$ cat src/hw/rtl/fvc_pkg.sv
// ----------------------------------------------------------------------------
// fvc_pkg: shared types, codes and helpers
// Widths, command and register codes, unit request types and saturating math.
// ----------------------------------------------------------------------------
package fvc_pkg;

  localparam int MAX_VEHICLES_DEF = 8;
  localparam int MAX_LINKS_DEF    = 16;
  localparam int FRAC_BITS_DEF    = 16;

  localparam int DATA_W      = 32;
  localparam int CMD_W       = 3;
  localparam int VEH_W       = 3;
  localparam int LINK_W      = 4;
  localparam int CFG_INDEX_W = 4;

  localparam int MODE_ENABLE  = 0;
  localparam int MODE_NO_FORM = 1;
  localparam int MODE_NO_COLL = 2;
  localparam int MODE_NO_MIS  = 3;
  localparam int MODE_HOLD    = 4;

  typedef enum logic [CMD_W-1:0] {
    CMD_POSITION  = 3'd0,
    CMD_INCIDENCE = 3'd1,
    CMD_GAIN      = 3'd2,
    CMD_DESIRED   = 3'd3,
    CMD_MISSION   = 3'd4,
    CMD_START     = 3'd5,
    CMD_TICK      = 3'd6
  } cmd_t;

  typedef enum logic [CFG_INDEX_W-1:0] {
    REG_OWN_INDEX     = 4'd0,
    REG_VEHICLE_COUNT = 4'd1,
    REG_LINK_COUNT    = 4'd2,
    REG_COLL_RADIUS   = 4'd3,
    REG_COLL_LIMIT    = 4'd4,
    REG_COLL_GAIN     = 4'd5,
    REG_SPEED_LIMIT   = 4'd6,
    REG_MODE_FLAGS    = 4'd7
  } reg_idx_t;

  typedef enum logic {
    OP_DIV  = 1'b0,
    OP_SQRT = 1'b1
  } ds_op_t;

  typedef struct packed {
    logic   start;
    ds_op_t op;
  } ds_req_t;

  typedef struct packed {
    logic busy;
    logic done;
  } ds_stat_t;

  function automatic logic signed [31:0] sat32(input logic signed [63:0] x);
    if (x > 64'sd2147483647) return 32'sh7fffffff;
    else if (x < -64'sd2147483648) return 32'sh80000000;
    else return x[31:0];
  endfunction

  function automatic logic signed [31:0] add_sat(input logic signed [31:0] a,
                                                 input logic signed [31:0] b);
    logic [32:0] t;
    t = {a[31], a} + {b[31], b};
    if (t[32] != t[31]) return t[32] ? 32'sh80000000 : 32'sh7fffffff;
    else return t[31:0];
  endfunction

  function automatic logic signed [31:0] sub_sat(input logic signed [31:0] a,
                                                 input logic signed [31:0] b);
    logic [32:0] t;
    t = {a[31], a} - {b[31], b};
    if (t[32] != t[31]) return t[32] ? 32'sh80000000 : 32'sh7fffffff;
    else return t[31:0];
  endfunction

endpackage

$ cat src/hw/rtl/fvc_mul.sv
// ----------------------------------------------------------------------------
// fvc_mul: shared signed multiplier
// Full 32x32 signed product, registered.
// ----------------------------------------------------------------------------
module fvc_mul (
  input  logic                                clk,
  input  logic signed [fvc_pkg::DATA_W-1:0]   a,
  input  logic signed [fvc_pkg::DATA_W-1:0]   b,
  output logic signed [2*fvc_pkg::DATA_W-1:0] p
);

  always_ff @(posedge clk) begin
    p <= a * b;
  end

endmodule

$ cat config.mk
export PLATFORM = sky130hd
export DESIGN_NAME = fvc_mul
export DESIGN_NICKNAME = d
export VERILOG_FILES = /design/src/hw/rtl/fvc_pkg.sv /design/src/hw/rtl/fvc_mul.sv
export SDC_FILE = /design/constraint.sdc
export NUM_CORES = 2
export LEC_CHECK = 0
export ABC_AREA = 1
export BUFFER_PORTS_ARGS = -buffer_cell sky130_fd_sc_hd__buf_4
export CORE_ASPECT_RATIO = 1.1
export CORE_MARGIN = 5
export CORE_UTILIZATION = 67
export CTS_CLUSTER_SIZE = 12
export DETAILED_ROUTE_END_ITERATION = 7
export PLACE_DENSITY = 0.85
export SLEW_MARGIN = 20
export SYNTH_ARGS = -nofsm -noshare
export SYNTH_HDL_FRONTEND = slang
export SYNTH_SLANG_ARGS = --single-unit
$ cat constraint.sdc
create_clock -name clk -period 11.2 [get_ports clk]
set_input_delay 1.12 -clock clk [delete_from_list [all_inputs] [get_ports clk]]
set_output_delay 1.12 -clock clk [all_outputs]
set_load 0.01 [all_outputs]
# ---- Word-level counts from Yosys, hierarchy flattened
# Cells that the tools add are included.
# Widths: inputs -> output; s select.
dict set report word_totals {
  ff_bits 64
  inputBits 65
  out_inout_bits 64
  word_cells 2
}
dict set report op_classes {
  n_mul 1
}
# operator n
set op_table {}
lappend op_table {{$mul 32x32->64} 1}

# ---- Longest topological paths before layout
dict set report logic_depth {
  depth_word 1
  depth_mapped 31
  depth_no_buf 30
}

# ---- Worst setup path after synthesis
# Ideal clock, no wire load.
dict set report synth_timing {
  path_type {input port to flip-flop}
  startpoint {input port a[31] (netlist name)}
  endpoint {register p[59] (netlist name)}
  setup_ps 113
  arrival_time_ps 7652
  t_required_ps 11087
  setup_slack_ps 3436
  path_stages 27
  n_path_buf 1
  cell_sequence {clkbuf_1 > nand2_1 > inv_1 > fa_1 > inv_1 > fa_1 > inv_1 > fa_1 > fa_1 > inv_1 > fa_1 > inv_1 > fa_1 > inv_1 > fa_1 > fa_1 > inv_1 > ha_1 > nand2_2 > nor2_1 > inv_1 > nor2_1 > nand2_1 > nor3_1 > nand2_1 > nand4_1 > nand2_1}
}
dict set report synth_via {
  elab_chain_cells 1
}
# element line
set synth_lines {}
lappend synth_lines {{from (decl)} fvc_mul.sv:7} ;# input logic signed [fvc_pkg::DATA_W-1:0] a,
lappend synth_lines {{$mul 32x32->64} fvc_mul.sv:13} ;# p <= a * b;
lappend synth_lines {{to (signal assigned)} fvc_mul.sv:13}
lappend synth_lines {{to (decl)} fvc_mul.sv:9} ;# output logic signed [2*fvc_pkg::DATA_W-1:0] p
# Every way passes these cells.

# ---- Worst setup path in the final report
dict set report layout_timing {
  startpoint {input port b[5] (netlist name)}
  endpoint {register p[58] (netlist name)}
}
dict set report layout_via {
  elab_chain_cells 1
}
# element line
set layout_lines {}
lappend layout_lines {{from (decl)} fvc_mul.sv:8} ;# input logic signed [fvc_pkg::DATA_W-1:0] b,
lappend layout_lines {{$mul 32x32->64} fvc_mul.sv:13}
# Every way passes these cells.

==> impl_metrics.env <==
export IMPL_synth_compound_area_share_pct=1.26
export IMPL_cts_clk_slew_worst_paths_ns=0.06
export IMPL_syn_nets=6455
export IMPL_drive_above_1_share_pct=4.49
export IMPL_end_kind="register"
export IMPL_hold_path_class="input pin to register"
export IMPL_ys_seq_area_share_pct=3.19
export IMPL_synth_xor_area_share_pct=0.741
export IMPL_start_util_pct=67.4
export IMPL_fin_crit_sh_pct=75.1
export IMPL_grt_pass1_wl_mm=176
export IMPL_synthSimpleGateAreaFrac_pct=17.5
export IMPL_synth_top_family_by_area="adder cells"
export IMPL_tns_ns=0
export IMPL_antenna_found_initial=3
export IMPL_drv_slew=0
export IMPL_syn_area_um2=40200
export IMPL_maxSlewHeadroom_pct=51.5
export IMPL_crit_fanout=32
export IMPL_grtUsageTotal_pct=33.9
export IMPL_final_common_cell="inv_1"
export IMPL_worstMarginPinSlew_ns=0.727
export IMPL_final_cell_mix="inv_1, nand2_1, fa_1"
export IMPL_rsz0062_at_grt="false"
export IMPL_firstDrtPassIters=6
export IMPL_syn_inst=5124
export IMPL_core_rowCount=94
export IMPL_routed_via_density=5.42
export IMPL_fmax_mhz=119
export IMPL_muxShareOfSynthArea_pct=0
export IMPL_gp_congestion=1.03
export IMPL_finalHoldViolCount=0
export IMPL_hpwl_mm=90.1
export IMPL_largest_reg_flops=64
export IMPL_critPathRequiredTime_ns=11.49
export IMPL_postCtsSetupBuffers=0
export IMPL_top_register="p"
export IMPL_drt_wl_total_mm=106
export IMPL_clockBufferDepth=2
export IMPL_nNetsFinal=6404
export IMPL_portBuffers=128
export IMPL_largestRegisters="p (64)"
export IMPL_start_kind="input pin"
export IMPL_core_um2=59600
export IMPL_ys_warn_count=0
export IMPL_synth_fa_ha_area_share_pct=59.6
export IMPL_worstPathArrival_ns=8.70
export IMPL_cts_resized=0
export IMPL_cts_root_buf="clkbuf_16"
export IMPL_setup_violations=0
export IMPL_postCtsHoldBufs=0
export IMPL_grt_max_degree=33
export IMPL_routedWlPerCell_um=18.0
export IMPL_ant_nets=0
export IMPL_area_growth_pct=3.77
export IMPL_cts_sinks=64
export IMPL_syn_avg_cell_area_um2=7.85
export IMPL_grt_overflow=0
export IMPL_route_detailed_drc=0
export IMPL_drt_iter0_drc=2528
export IMPL_die_w_um=244
export IMPL_cts_buffers=9
export IMPL_ys_seq_elements=64
export IMPL_status="finished clean"
export IMPL_worst_setup_path_type="input pin to register"
export IMPL_dieArea_um2=65000
export IMPL_htree_num_levels=3
export IMPL_grt_pass1_vias=35089
export IMPL_period_needed_ns=8.41
export IMPL_die_h_um=267
export IMPL_ioPinCount=129
export IMPL_drv_cap=0
export IMPL_cts_tree="built"
export IMPL_synth_cell_types=27
export IMPL_vias=31674
[Yosys cell counts]
cell type  count  area share (%)
nand3_2        6            0.15
clkbuf_1     192             1.8
nor3_1        11            0.14
dfxtp_1       64             3.2
fa_1        1082              54
nand2_2       21            0.33
o21bai_1       8            0.15
inv_1       1692              16
o21a_1         1           0.019
xor2_1        31            0.68
a21oi_2        1           0.022
nand3b_1       6            0.11
inv_2          8           0.075
nor2_4         3           0.084
o21ai_0       17            0.21
nor3_2         5            0.12
or2_2          7            0.11
xnor2_1        3           0.065
ha_1         184             5.7
nand4_1       13            0.20
o21ai_1        4           0.050
a21oi_1       62            0.77
a21o_1         2           0.037
nor2_1        93            0.87
nand2_1     1504              14
nor2_2        31            0.48
nand3_1       73            0.91
[cell type report]
class	instances	area, um2
fill	4607	17900
antenna	2	5.00
multi-input combinational	3168	31800
sequential	64	1280
timing repair buffer	130	976
inverter	1700	6380
tap	768	961
clock buffer	9	225
clock inverter	7	70.1
[through the flow]
stage | hold WS [ns] | setup WS (ns) | cell area [um2] | instances | util [%]
after floorplan | 1.22 | 3.44 | 40200 | 5124 | -
after global placement | 1.51 | 2.61 | 41400 | 5830 | 69.5
after detailed placement | 1.51 | 2.47 | 41400 | 5830 | 69.5
after CTS | 1.18 | 2.81 | 41700 | 5846 | 70.0
after global routing | 1.20 | 2.33 | 41700 | 5848 | 70.0
final | 1.18 | 2.79 | 41700 | 5848 | 70.0
[critical path: stages]
cell and delay [ns]:
buf_4 0.32, nand2_1 0.19, inv_1 0.12, fa_1 0.39, inv_1 0.24, fa_1 0.47
inv_1 0.23, fa_1 0.51, fa_1 0.87, inv_1 0.45, fa_1 0.60, inv_1 0.06
fa_1 0.53, inv_1 0.05, fa_1 0.46, fa_1 0.51, inv_1 0.04, ha_1 0.46
nand2_1 0.17, nor2_1 0.18, nand2_1 0.07, inv_1 0.08, nand2_1 0.08, nor3_1 0.14
nand2_1 0.11, nand3b_1 0.11, nand2_1 0.05, nand2_1 0.07
[cell families after synthesis]
group           Yosys count
compound gates           95
flops                    64
simple gates           1773
buf+inv                1892
fa+ha+maj              1266
xor+xnor                 34
[metal layers]
layer	vias up	global-route usage [%]	share of wire, %
met2	1753	57.7	50
met4	0	14.2	4.5
met3	374	6.13	9.6
met1	15720	43.3	36
met5	-	0	0
li1	13827	-	-
[final timing paths]
| check | start | end | slack, ns | cells past startpoint |
|---|---|---|---|---|
| setup / recovery | b[5] | p[58] | 2.79 | 28 |
| hold / removal | b[0] | p[0] | 1.18 | 3 |
Power is not shown: default switching activity piles up to over one toggle a cycle in this logic, so the estimate is an artifact.
