## src/hw/rtl/fvc_pkg.sv

```systemverilog
// ----------------------------------------------------------------------------
// fvc_pkg: shared types, codes and helpers
// Widths, command and register codes, unit request types and saturating math.
// ----------------------------------------------------------------------------
package fvc_pkg;

  localparam int MAX_VEHICLES_DEF = 8;
  localparam int MAX_LINKS_DEF    = 16;
  localparam int FRAC_BITS_DEF    = 16;

  localparam int DATA_W      = 32;
  localparam int CMD_W       = 3;
  localparam int VEH_W       = 3;
  localparam int LINK_W      = 4;
  localparam int CFG_INDEX_W = 4;

  localparam int MODE_ENABLE  = 0;
  localparam int MODE_NO_FORM = 1;
  localparam int MODE_NO_COLL = 2;
  localparam int MODE_NO_MIS  = 3;
  localparam int MODE_HOLD    = 4;

  typedef enum logic [CMD_W-1:0] {
    CMD_POSITION  = 3'd0,
    CMD_INCIDENCE = 3'd1,
    CMD_GAIN      = 3'd2,
    CMD_DESIRED   = 3'd3,
    CMD_MISSION   = 3'd4,
    CMD_START     = 3'd5,
    CMD_TICK      = 3'd6
  } cmd_t;

  typedef enum logic [CFG_INDEX_W-1:0] {
    REG_OWN_INDEX     = 4'd0,
    REG_VEHICLE_COUNT = 4'd1,
    REG_LINK_COUNT    = 4'd2,
    REG_COLL_RADIUS   = 4'd3,
    REG_COLL_LIMIT    = 4'd4,
    REG_COLL_GAIN     = 4'd5,
    REG_SPEED_LIMIT   = 4'd6,
    REG_MODE_FLAGS    = 4'd7
  } reg_idx_t;

  typedef enum logic {
    OP_DIV  = 1'b0,
    OP_SQRT = 1'b1
  } ds_op_t;

  typedef struct packed {
    logic   start;
    ds_op_t op;
  } ds_req_t;

  typedef struct packed {
    logic busy;
    logic done;
  } ds_stat_t;

  function automatic logic signed [31:0] sat32(input logic signed [63:0] x);
    if (x > 64'sd2147483647) return 32'sh7fffffff;
    else if (x < -64'sd2147483648) return 32'sh80000000;
    else return x[31:0];
  endfunction

  function automatic logic signed [31:0] add_sat(input logic signed [31:0] a,
                                                 input logic signed [31:0] b);
    logic [32:0] t;
    t = {a[31], a} + {b[31], b};
    if (t[32] != t[31]) return t[32] ? 32'sh80000000 : 32'sh7fffffff;
    else return t[31:0];
  endfunction

  function automatic logic signed [31:0] sub_sat(input logic signed [31:0] a,
                                                 input logic signed [31:0] b);
    logic [32:0] t;
    t = {a[31], a} - {b[31], b};
    if (t[32] != t[31]) return t[32] ? 32'sh80000000 : 32'sh7fffffff;
    else return t[31:0];
  endfunction

endpackage

```

## src/hw/rtl/fvc_divsqrt.sv

```systemverilog
// ----------------------------------------------------------------------------
// fvc_divsqrt: shared iterative divide / square root unit
// Restoring 64/32 divide, one bit a cycle; floor square root of 64 bits,
// one 2-bit digit a cycle. Quotient must fit 32 bits.
// ----------------------------------------------------------------------------
module fvc_divsqrt (
  input  logic                    clk,
  input  logic                    rst,
  input  fvc_pkg::ds_req_t        req,
  input  logic [63:0]             num,
  input  logic [31:0]             den,
  output fvc_pkg::ds_stat_t       stat,
  output logic [31:0]             res
);

  fvc_pkg::ds_op_t op_r;
  logic [63:0]     num_r;
  logic [31:0]     den_r;
  logic [35:0]     rem;
  logic [5:0]      cnt;
  logic            busy;
  logic            done;
  logic [35:0]     rem_sh;
  logic [35:0]     trial;
  logic            fits;
  logic [5:0]      last;

  always_comb begin
    if (op_r == fvc_pkg::OP_SQRT) begin
      rem_sh = {rem[33:0], num_r[63:62]};
      trial  = {2'b00, res, 2'b01};
      last   = 6'd31;
    end else begin
      rem_sh = {rem[34:0], num_r[63]};
      trial  = {4'b0000, den_r};
      last   = 6'd63;
    end
    fits = (rem_sh >= trial);
  end

  always_ff @(posedge clk) begin
    if (rst) begin
      busy <= 1'b0;
      done <= 1'b0;
      cnt  <= '0;
    end else begin
      done <= 1'b0;
      if (req.start) begin
        busy  <= 1'b1;
        cnt   <= '0;
        op_r  <= req.op;
        num_r <= num;
        den_r <= den;
        rem   <= '0;
        res   <= '0;
      end else if (busy) begin
        rem   <= fits ? rem_sh - trial : rem_sh;
        res   <= {res[30:0], fits};
        num_r <= (op_r == fvc_pkg::OP_SQRT) ? {num_r[61:0], 2'b00} : {num_r[62:0], 1'b0};
        cnt   <= cnt + 6'd1;
        if (cnt == last) begin
          busy <= 1'b0;
          done <= 1'b1;
        end
      end
    end
  end

  assign stat.busy = busy;
  assign stat.done = done;

  assert property (@(posedge clk) disable iff (rst) req.start |-> !busy)
    else $error("divsqrt started while busy");
  assert property (@(posedge clk) disable iff (rst) done |-> !busy)
    else $error("divsqrt done while still busy");
  assert property (@(posedge clk) disable iff (rst) busy |-> cnt <= last)
    else $error("divsqrt step count overran");

endmodule

```

## config.mk

```make
export PLATFORM = sky130hd
export DESIGN_NAME = fvc_divsqrt
export DESIGN_NICKNAME = d
export VERILOG_FILES = /design/src/hw/rtl/fvc_pkg.sv /design/src/hw/rtl/fvc_divsqrt.sv
export SDC_FILE = /design/constraint.sdc
export NUM_CORES = 1
export LEC_CHECK = 0
export ABC_CLOCK_PERIOD_IN_PS = 9200
export BUFFER_PORTS_ARGS = -buffer_cell sky130_fd_sc_hd__buf_4
export CAP_MARGIN = 30
export CORE_MARGIN = 2
export CORE_UTILIZATION = 45
export DETAILED_ROUTE_END_ITERATION = 8
export GPL_TIMING_DRIVEN = 1
export PLACE_DENSITY_LB_ADDON = 0.3
export REMOVE_ABC_BUFFERS = 1
export SYNTH_ARGS = -nofsm -noshare
export SYNTH_HDL_FRONTEND = slang
export SYNTH_SLANG_ARGS = --single-unit
```

## constraint.sdc

```tcl
create_clock -name clk -period 9.2 [get_ports clk]
set_input_delay 0.46 -clock clk [delete_from_list [all_inputs] [get_ports clk]]
set_output_delay 0.46 -clock clk [all_outputs]
set_load 0.01 [all_outputs]
```

== After elaboration in Yosys (flattened, before gate mapping) ==
Cells that the tools add are included.
Word-level totals
  flip-flop bits (word level): 172
  input bits: 100
  output and inout port bits: 34
Operators by class
  add/subtract/negate cells: 2
  magnitude comparators: 1
  equal/unequal tests: 1
  mux-type cells: 13
  bitwise gates (word level): 2
  reduce and logical (&&, ||, !) cells: 5
Operators by type and width (count)
  $mux W64: 3
  $mux W35: 2
  $ge A36 B34 Y1: 1
  $mux W36: 1
  $sub A35 B34 Y35: 1
  $mux W34: 1
  $mux W32: 1
  $add A6 B1 Y6 const B: 1
  $eq A6 B6 Y1: 1
  $mux W6: 1
  $mux W1: 4
  $reduce_and A2 Y1: 2
  $reduce_or A3 Y1: 1
  $not A1 Y1: 2
  $reduce_bool A2 Y1: 1
  $reduce_or A2 Y1: 1

== Logic depth before layout (Yosys ltp) ==
  word-level depth: 5
  gate-level depth with buffers: 19
  gate-level depth less buffers: 13

== Worst setup path after synthesis ==
No wires, ideal clock.
  kind: input to register
  from: in req[1] in the netlist's numbering
  to: reg busy
  setup time: 0.082 ns
  data arrival time: 7.232 ns
  slack: 1.887 ns
  stages on the path: 6
  path through: clkbuf_1 buf_2 clkbuf_1 nor2_1 nor2_1 o31a_1
Between the ends
  longest elaborated chain between the ends: 1
Ends and longest elaborated chain
  start, declared: line fvc_divsqrt.sv:9  | input fvc_pkg::ds_req_t req,
  $mux W1: line fvc_divsqrt.sv:48  | if (req.start) begin
  end signal, assigned: line fvc_divsqrt.sv:43  | busy <= 1'b0;
  end signal, assigned: line fvc_divsqrt.sv:49  | busy <= 1'b1;
  end signal, assigned: line fvc_divsqrt.sv:62  | busy <= 1'b0;
  end, declared: line fvc_divsqrt.sv:21  | logic busy;
Every way passes these cells.
A chain may end at the register's enable or synchronous reset.

== Worst setup path in the final report ==
  from: reg op_r
  to: reg rem[29] (data pin)
Between the ends
  longest elaborated chain between the ends: 4
  elaborated cells on any way between the ends: 6
  those cells by class: add/sub: 1; order compare: 1; mux: 4
Ends and longest elaborated chain
  start, declared: line fvc_divsqrt.sv:16  | fvc_pkg::ds_op_t op_r;
  start signal, assigned: line fvc_divsqrt.sv:51  | op_r <= req.op;
  $mux W36 / $mux W34 (equally long branches): line fvc_divsqrt.sv:29  | if (op_r == fvc_pkg::OP_SQRT) begin
  $sub A35 B34 Y35 / $ge A36 B34 Y1 (equally long branches): line fvc_divsqrt.sv:57, fvc_divsqrt.sv:38
  $mux W35 *: line fvc_divsqrt.sv:57  | rem <= fits ? rem_sh - trial : rem_sh;
  $mux W35 *: line fvc_divsqrt.sv:56  | end else if (busy) begin
  end signal, assigned: line fvc_divsqrt.sv:57
  end, declared: line fvc_divsqrt.sv:19  | logic [35:0] rem;
Every way passes the cells marked *; elsewhere a longest branch is shown, timed or not. The select of a mux whose other input is x is not followed.

==> impl_metrics.tcl <==
set metrics [dict create \
    dr.first_iter.drc_count 423 \
    area_growth_syn_to_layout_pct 17.76 \
    syn_area_per_cell_um2 11.09 \
    synthFlopType "edfxtp_1" \
    fmax_mhz 209.0 \
    fin_nets 1151 \
    worst_slew_margin_rel_pct 40.16 \
    cts_max_path_buffers 2 \
    grt_usage_pct 17.82 \
    place.gp.congestion 0.9099 \
    startpoint "op_r" \
    clockRootBuffer "clkbuf_16" \
    vdd_drop_max_mv 0.1220 \
    synth_seq_cells 172 \
    rsz0062_at_grt "false" \
    drv_cap 0 \
    synthArstFlopShare_pct 0 \
    startpoint_type "flip-flop" \
    cts_made_buffers 17 \
    setup.worst_path.class "flip-flop to flip-flop" \
    final_util_pct 54.23 \
    post_cts_buffers 0 \
    drt-vias-per-instance 5.412 \
    syn_inst 909 \
    final_hold_viol_count 0 \
    diodes 0 \
    grt_pass1_vias 6995 \
    wirelength_mm 21.30 \
    multi_input_comb_area_mm2 0.004697 \
    grt-ovfl-total 0 \
    status "finished clean" \
    setup_viol 0 \
    cts.sinks 172 \
    worstPathMaxFanout 54 \
    drive_above_1_share_pct 23.44 \
    ys_seq_area_share_pct 50.44 \
    seqPwrFrac_pct 40.6 \
    synth_top_area_share_pct 48.85 \
    io_pins 134 \
    start_util_pct 46.05 \
    htree_levels 4 \
    required_ns 9.38 \
    final_cell_mix "164 x edfxtp_1, 138 x buf_4, 130 x nand2_1, 94 x mux2i_1, 79 x o21ai_0" \
    cts_hold_buffers 0 \
    synth_cell_types 68 \
    seq_area_mm2 0.005085 \
    fin_crit_ns 4.785 \
    min_path_type "primary input to flip-flop" \
    mostFrequentLayoutCell "edfxtp_1" \
    vias 7079 \
    grt_pass1_wl_mm 34.38 \
    synth_edf_count 164 \
    switchingPower_mw 0.7688 \
    tightest_slew_ns 0.8977 \
    hp-start "den[10]" \
    clkTransAtPathRegs_ns 0.07 \
    fin_setup_tns_ns 0 \
    combPwrFrac_pct 29.8 \
    skew_ns 0.009932 \
    die_w_um 153.7 \
    ant_nets 0 \
    synth_area_leader_cell "edfxtp_1" \
    synth_area_leaders "edfxtp_1 49%, mux2i_1 9.3%, nand2_1 4.8%" \
    row_count 54 \
    coreArea_mm2 0.02189 \
    die_height_um 153.7 \
    clkLatencyLatePin_ns 0.42 \
    wl_per_cell_um 16.29 \
    period_share_pct 52.01 \
    cts.repair.resized 0 \
    p_leak_nw 4.756 \
    syn_area_mm2 0.01008 \
    fp.dieArea_mm2 0.02362 \
    maxSlewViolCount 0 \
    dp_hpwl_mm 14.48 \
    first_pass_iters 4 \
    swShare_pct 31.77 \
    final.fill_count 1961 \
    cts_tree "built" \
    worst_setup_path_end_kind "flip-flop" \
    grt_start_max_net_pins 123 \
    power_density_mw_per_mm2 203.8 \
    p_int_mw 1.651 \
    r2r_start "op_r" \
    pwr-share-clk_pct 29.6 \
    cp.arrival_ns 4.97 \
    synth_warnings 0 \
    io_buffers 133 \
    drc 0 \
    antenna_found_initial 0 \
]
-- worst max-delay path, stage by stage (launching register included) --
cell       delay, ns
edfxtp_1        0.35
buf_4           0.59
buf_4           0.59
mux2i_1         0.16
ha_1            0.50
a21oi_4         0.10
o21ai_2         0.20
a2111oi_2       0.10
nor2_2          0.17
nor2_1          0.09
o41ai_4         0.38
nand2_2         0.51
or4_1           0.63
o2111a_1        0.14
-- power by group through the flow --
stage | sequential (mW) | combinational, mW | clock, mW
4_1_cts | 0.982 | 0.720 | 0.731
3_5_place_dp | 0.998 | 0.717 | 0
5_1_grt | 0.990 | 0.802 | 0.763
2_1_floorplan | 1.01 | 0.528 | 0
6_report | 0.982 | 0.722 | 0.716
3_3_place_gp | 0.997 | 0.708 | 0
-- cells by family (layout without fill, tap and decap cells) --
kind of cell | count (synthesis) | after routing | share of synthesized area [%]
and+or+nand+nor | 263 | 263 | 12.42
AOI/OAI and AO/OA | 217 | 217 | 14.20
xor gates and xnor gates | 26 | 26 | 2.259
buffers and inverters | 68 | 187 | 3.115
adders and majority gates | 36 | 36 | 4.543
muxes | 127 | 127 | 13.02
DFF | 172 | 172 | 50.44
-- state kept, by name (all words and copies together), names as in the netlist --
name and flops:
den_r 32, cnt 6, res 32, num_r 64
rem 35, busy 1, done 1, op_r 1
-- final timing paths --
check / end / slack, ns / cells past startpoint
hold / removal: den_r[10] / 0.21 / 1
hold reg to reg: cnt[5] / 0.51 / 2
setup reg to reg: rem[29] / 4.41 / 13
setup / recovery: rem[29] / 4.41 / 13
-- routing by layer --
layer  track usage [%]  part of all wire, %  up-vias  wire (um)
met4             5.111                  1.4        0        291
met3             4.228                  4.5       19        966
met5                 0                    0        -          0
li1                  -                    -     3581          -
met2             28.99                   47      140       9911
met1             23.89                   48     3339      10130
-- through the flow --
step | power (mW) | cell area, um2 | std cells | setup WS, ns | hold slack, ns
after CTS | 2.434 | 11840 | 1307 | 4.344 | 0.1851
after global routing | 2.554 | 11870 | 1308 | 4.049 | 0.1777
final | 2.420 | 11870 | 1308 | 4.415 | 0.2059
after floorplan | 1.538 | 9819 | 855 | 2.100 | 0.4705
after detailed placement | 1.715 | 11260 | 1275 | 4.333 | 0.4992
after global placement | 1.705 | 11230 | 1274 | 4.500 | 0.4806
-- synth_stat cells, types with 2 or more instances --
master and instances:
o221ai_1 2, o21ai_0 79, a21o_1 16, clkbuf_1 31, nor2_2 2, mux2i_1 94
or2_2 7, xor2_1 11, and2_1 3, nor3_1 9, and3_1 3, a31oi_1 6
o31ai_1 2, o21bai_1 7, a21boi_0 3, or3b_1 2, inv_1 14, nor3b_1 2
a21oi_1 60, buf_1 4, nor3_2 2, o2111a_1 2, a211oi_1 5, dfxtp_1 8
mux2_2 33, a211oi_2 9, nor2b_1 33, or3_1 4, buf_6 4, buf_2 11
nand3_1 13, ha_1 35, nand2_1 130, edfxtp_1 164, a211o_1 2, xnor2_1 15
o21a_1 3, nor2_1 33, o211ai_1 4, nand2b_1 2, nand4_1 10, buf_4 4
-- layout make-up --
class	count	area share [%]
clock buffers	20	4.121
well taps	280	2.951
clock inverters	12	0.8010
repair buffers	141	9.285
flip-flops and latches	172	42.83
inverters	14	0.4427
multi-input cells	669	39.57
Note: power is estimated with default switching activity, not from simulation.
